File: config.mk
export PLATFORM = sky130hd
export DESIGN_NAME = vtd_front
export DESIGN_NICKNAME = d
export VERILOG_FILES = /design/src/rtl/vtd_pkg.sv /design/src/rtl/vtd_front.sv
export SDC_FILE = /design/constraint.sdc
export NUM_CORES = 1
export LEC_CHECK = 0
export ABC_AREA = 1
export BUFFER_PORTS_ARGS = -buffer_cell sky130_fd_sc_hd__clkbuf_2
export CAP_MARGIN = 25
export CORE_MARGIN = 5
export CORE_UTILIZATION = 45
export DETAILED_ROUTE_END_ITERATION = 10
export HOLD_SLACK_MARGIN = 0.02
export PLACE_DENSITY_LB_ADDON = 0.2
export SYNTH_ARGS = -nofsm -noshare
export SYNTH_HDL_FRONTEND = slang
export SYNTH_SLANG_ARGS = --single-unit
File: constraint.sdc
create_clock -name clk -period 10.7 [get_ports clk]
set_clock_uncertainty 0.15 [all_clocks]
set_input_delay 2.14 -clock clk [delete_from_list [all_inputs] [get_ports clk]]
set_output_delay 2.14 -clock clk [all_outputs]
set_load 0.01 [all_outputs]
File: src/rtl/vtd_pkg.sv
// Shared constants, types and helpers for the vertex tuple dedup block.
// No dependencies.
package vtd_pkg;

  localparam int TABLE_DEPTH = 1024;
  localparam int MAX_TUPLE   = 8;
  localparam int INDEX_BITS  = 16;
  localparam int FIELD_W     = 16;
  localparam int ADDR_W      = $clog2(TABLE_DEPTH);
  localparam int CNT_W       = ADDR_W + 1;
  localparam int TW_W        = 4;
  localparam int VIDX_W      = 10;
  localparam int ROW_W       = MAX_TUPLE * FIELD_W;
  localparam int Q_DEPTH     = 2;
  localparam int Q_AW        = $clog2(Q_DEPTH);

  typedef logic [MAX_TUPLE-1:0][FIELD_W-1:0] key_t;

  typedef struct packed {
    logic                 first;
    logic [MAX_TUPLE-1:0] lane_mask;
    key_t                 key;
  } req_t;

  // Lanes that take part for a given width register value.
  function automatic logic [MAX_TUPLE-1:0] lane_mask_of(input logic [TW_W-1:0] tw);
    logic [MAX_TUPLE-1:0] m;
    logic [TW_W:0]        n;
    n = {1'b0, tw};
    if (n == '0) n = (TW_W+1)'(1);
    if (n > (TW_W+1)'(MAX_TUPLE)) n = (TW_W+1)'(MAX_TUPLE);
    for (int k = 0; k < MAX_TUPLE; k++) begin
      m[k] = ((TW_W+1)'(k) < n);
    end
    return m;
  endfunction

  function automatic logic [FIELD_W-1:0] keep_index(input logic [FIELD_W-1:0] v);
    logic [FIELD_W-1:0] msk;
    msk = (INDEX_BITS >= FIELD_W) ? '1 : FIELD_W'((1 << INDEX_BITS) - 1);
    return v & msk;
  endfunction

endpackage

File: src/rtl/vtd_front.sv
// Front end: width register, request capture and a two-entry request queue.
// Depends on vtd_pkg.
module vtd_front (
  input  logic                         clk,
  input  logic                         rst,
  input  logic                         start,
  output logic                         busy,
  input  logic                         tuple_width_we,
  input  logic [vtd_pkg::TW_W-1:0]     tuple_width_data,
  input  logic                         first,
  input  vtd_pkg::key_t                key_in,
  output logic                         q_valid,
  output vtd_pkg::req_t                q_req,
  input  logic                         q_pop
);
  import vtd_pkg::*;

  logic [TW_W-1:0] tuple_width;
  req_t            slots [Q_DEPTH];
  logic [Q_AW-1:0] wr_ptr;
  logic [Q_AW-1:0] rd_ptr;
  logic [Q_AW:0]   fill;
  logic            push;
  req_t            req_new;

  assign busy    = (fill == (Q_AW+1)'(Q_DEPTH));
  assign push    = start && !busy;
  assign q_valid = (fill != '0);
  assign q_req   = slots[rd_ptr];

  always_comb begin
    req_new.first     = first;
    req_new.lane_mask = lane_mask_of(tuple_width);
    for (int k = 0; k < MAX_TUPLE; k++) begin
      req_new.key[k] = keep_index(key_in[k]);
    end
  end

  always_ff @(posedge clk) begin
    if (rst) begin
      tuple_width <= TW_W'(1);
      wr_ptr      <= '0;
      rd_ptr      <= '0;
      fill        <= '0;
    end else begin
      if (tuple_width_we) tuple_width <= tuple_width_data;
      if (push) wr_ptr <= wr_ptr + Q_AW'(1);
      if (q_pop) rd_ptr <= rd_ptr + Q_AW'(1);
      if (push && !q_pop) fill <= fill + (Q_AW+1)'(1);
      else if (q_pop && !push) fill <= fill - (Q_AW+1)'(1);
    end
  end

  always_ff @(posedge clk) begin
    if (push) slots[wr_ptr] <= req_new;
  end

endmodule

Word-level counts from Yosys, hierarchy flattened
Memory sizes are Yosys's and may differ from the RTL's. A register that Yosys moved wholly into a read port is not among the register bits.
Cells that the tools add are included.

word-level totals
  bits in writable memories = 274
  flip-flop bits (word level) = 8
  memories kept = 1
  bits of input ports = 138
  logic and storage cells = 36

operators by class
  reduce and logical (&&, ||, !) cells = 9
  magnitude comparators = 9
  add/sub/neg operators = 4
  multiplexer cells = 8
  eq/ne operators = 1

memories
  memory  depth  width  read ports  clocked after memory_dff  wr ports  line             RTL
  slots   2      137    1           1                         1         vtd_front.sv:19  req_t slots [Q_DEPTH];

operators with widths
  operator                                                   number
  less-than comparator 3 x 5 -> 1 bit, first input constant  4
  less-than comparator 1 x 5 -> 1 bit, first input constant  2
  less-than comparator 2 x 5 -> 1 bit, first input constant  2
  2-to-1 mux 4 bit                                           2
  > comparator 5 x 4 -> 1 bit, second input constant         1
  logical NOT 4 bit                                          1
  2-to-1 mux 1 bit                                           4
  2-to-1 mux 2 bit                                           2
  nonzero test 2 bit                                         2
  logical AND 1 bit                                          3
  logical NOT 1 bit                                          3
  adder 1 bit, second input constant                         2
  adder 2 x 1 -> 2 bit, second input constant                1
  equality test 2 bit, second input constant                 1
  subtractor 2 x 1 -> 2 bit, second input constant           1

Longest topological paths before layout
  depth after elaboration = 7
  mapped depth = 10

Worst setup path after synthesis
No wires, ideal clock.

  path type = input to register
  start point = input port start
  end point = memory slots[0][0] in the netlist's numbering (enable)
  setup time = 0.636 ns
  arrival time = 7.985 ns
  stages on the path = 2
  required time = 9.914 ns
  path buffers = 0
  path slack = 1.930 ns
  cell sequence = o21ai_0 > nor2_1

between the ends
  word-level cells in the longest chain between the ends = 3

ends and longest elaborated chain
  item                                    line             RTL
  start: declaration                      vtd_front.sv:6   input logic start,
  logical AND 1 bit                       vtd_front.sv:27  assign push = start && !busy;
  2-to-1 mux 1 bit                        vtd_front.sv:55  if (push) slots[wr_ptr] <= req_new;
  2-to-1 mux 1 bit (implied by the code)  vtd_front.sv:55
  end: declaration                        vtd_front.sv:19

Every way passes these cells.

==> results.sh <==
export IMPL_hold_end="tuple_width[2]"
export IMPL_cts_tree="built"
export IMPL_synth_edff_count=274
export IMPL_ant_nets=0
export IMPL_p_per_area_nw_per_um2=209.4
export IMPL_die_x_microns=161.9
export IMPL_critPathMaxFanout=70
export IMPL_grt_overflow=0
export IMPL_crit_chain="buf_4 > buf_16 > mux2_2 > clkbuf_2"
export IMPL_fillers=1784
export IMPL_drc=0
export IMPL_critPathKind="register to primary output"
export IMPL_final_layout_size_suffix_gt1_frac=0.5769
export IMPL_reg2regPathDepth=3
export IMPL_final_cell_count_no_fill=1091
export IMPL_syn_area_per_cell_sq_um=21.24
export IMPL_multi_input_area_sq_um=1742
export IMPL_yosys_warnings=0
export IMPL_via_count=5374
export IMPL_wire_per_inst_microns=18.83
export IMPL_crit_path_start_kind="register"
export IMPL_htree_levels=1
export IMPL_synth_simple_area_share=0.007590
export IMPL_async_flop_share=0
export IMPL_syn_cell_area_sq_um=10380
export IMPL_io_pins=277
export IMPL_nNetsFinal=925
export IMPL_critPathBufInv=3
export IMPL_hp_start="tuple_width[2]"
export IMPL_root_buffer="clkbuf_16"
export IMPL_p_leak_nw=4.981
export IMPL_cpPeakStageDelay_ps=820
export IMPL_routed_via_density=4.926
export IMPL_end_kind="primary output"
export IMPL_synth_main_ff_cell="edfxtp_1"
export IMPL_max_vdd_ir_drop_mv=0.1316
export IMPL_synthAdderAreaFrac=0.001205
export IMPL_status="completed"
export IMPL_setup_ws_ps=5732
export IMPL_wirelength_microns=20540
export IMPL_design_area_sq_um=13040
export IMPL_max_freq_ghz=0.2013
export IMPL_die_area_sq_um=26220
export IMPL_fp_row_count=55
export IMPL_arrival_ps=2680
export IMPL_rsz0062_at_grt="no"
export IMPL_synth_compound_area_frac=0.007349
export IMPL_path_clk_slew_ps=60
export IMPL_start_util=0.4573
export IMPL_min_path_cells=2
export IMPL_grt_pass1_wl_microns=31620
export IMPL_post_cts_setup_buffers=0
export IMPL_tightest_slew_ps=821.6
export IMPL_die_h_microns=161.9
export IMPL_seq_area_frac_synth=0.8096
export IMPL_timing_setup_tns_ps=0
export IMPL_dr_pass1_iters=4
export IMPL_cts_buffers=28
export IMPL_relSlewSlack=0.4523
export IMPL_globalplace_congestion=0.7470
export IMPL_ys_ff_latch=283
export IMPL_dp_hpwl_microns=14100
export IMPL_synth_mux_area_frac=0.1486
export IMPL_slowest_stage="dfxtp_4"
export IMPL_cts_resized=0
export IMPL_synthXorXnorAreaFrac=0.0008434
export IMPL_path_delay_family="flip-flops"
export IMPL_clock_sinks=283
export IMPL_fp_coreArea_sq_um=22710
export IMPL_cap_violations=0
export IMPL_synth_distinct_cells=17
export IMPL_preCtsSetupSlack_ps=5916
export IMPL_synth_top_family_by_area="multiplexers"
export IMPL_clk_path_buf_depth=3
export IMPL_track_usage=0.1521
export IMPL_post_route_period_util=0.4643
export IMPL_finalSetupViolCount=0
export IMPL_dpl_cell_count=1040
export IMPL_synthCells=489
export IMPL_finalHoldViolCount=0
export IMPL_grt_max_degree=82
export IMPL_r2r_setup_slack_ps=8000
export IMPL_drv_slew=0
export IMPL_layout_area_overhead_vs_synth_pct=25.58
export IMPL_hp_class="register to register"
export IMPL_n_antenna_cell=0
export IMPL_required_ps=8410
export IMPL_drt_first_iter_violations=315
export IMPL_insertion_delay_ps=520
export IMPL_dpl_cell_area_sq_um=11990
export IMPL_cts_hold_buf=0
export IMPL_rr_startpoint="fill[0]"
export IMPL_period_needed_ps=4968
export IMPL_antenna_found_initial=1
export IMPL_regArea_sq_um=8412
export IMPL_rr_endpoint="slots[1][24]"
export IMPL_final_core_util=0.5743
export IMPL_grt_pass1_vias=5954
export IMPL_io_buffers=276
export IMPL_p_total_mw=2.731
export IMPL_hold_slack_ps=346.0
## sequential cells by signal (all words and copies together), names as in the netlist, named ones only
name         flops
slots          274
tuple_width      4
fill             2
rd_ptr           1
wr_ptr           1
## worst register-to-register path, cell delays in order, from the launching register on
cell and delay, ps:
dfxtp_1 390, o21ai_0 300, nor2_4 670, buf_4 770
## logic make-up after synthesis
family,count (synthesis)
AO/OA/AOI/OAI,15
XOR/XNOR,1
adder cells (fa/ha/maj),1
buffers and inverters,31
flip-flops,283
multiplexers,137
other,1
AND/OR/NAND/NOR,20
## cell usage after synthesis (5+ instances only)
cell type | number | area, sq um
clkbuf_8 | 10 | 137.6
a21oi_1 | 5 | 25.02
nand2_1 | 8 | 30.03
dfxtp_1 | 9 | 180.2
edfxtp_1 | 274 | 8228
buf_6 | 5 | 56.30
inv_1 | 15 | 56.30
o21ai_0 | 9 | 45.04
nor2_1 | 10 | 37.54
mux2_2 | 137 | 1543
## layout by cell type, fill, tap and decap left out, types with 2 or more instances in the layout
master	instances
clkbuf_1	4
o21ai_0	9
nor2_4	2
clkinv_1	3
buf_4	5
inv_1	15
clkbuf_2	276
nor2_1	8
clkbuf_16	29
conb_1	2
edfxtp_1	274
clkinv_2	4
bufinv_16	8
dfxtp_1	8
a21oi_1	5
nand2_1	8
mux2_2	137
## report_power, final
group          switching [mW]  leakage (nW)  internal, mW  total [mW]
clock                   0.386         0.500         0.685        1.07
combinational           0.174          1.85         0.135       0.309
sequential             0.0277          2.63          1.32        1.35
## metal layers
layer / up-vias / wire length [microns] / part of all wire / track usage
li1: 2500 / - / - / -
met1: 2635 / 8247 / 0.40 / 0.1891
met2: 199 / 10170 / 0.49 / 0.2620
met3: 38 / 1676 / 0.082 / 0.04288
met4: 2 / 439 / 0.021 / 0.04421
met5: - / 13 / 0.00063 / 0
## worst max-delay path by stage
stage	to	slack, ps	depth (start not counted)
4_1_cts	q_req[1]	5350	3
6_report	q_req[20]	5730	4
2_1_floorplan	slots[0][0]	1930	2
3_3_place_gp	q_req[1]	5950	3
3_5_place_dp	q_req[1]	5920	3
5_1_grt	q_req[1]	5590	4
## area by class of cell
cell class | count | share of cell area
timing repair buffer | 282 | 0.1109
tap | 285 | 0.02734
clock buffer | 33 | 0.05680
multi-input combinational | 176 | 0.1336
inverter | 15 | 0.004317
sequential | 283 | 0.6450
clock inverter | 17 | 0.02207
Note: power is estimated with default switching activity, not from simulation.
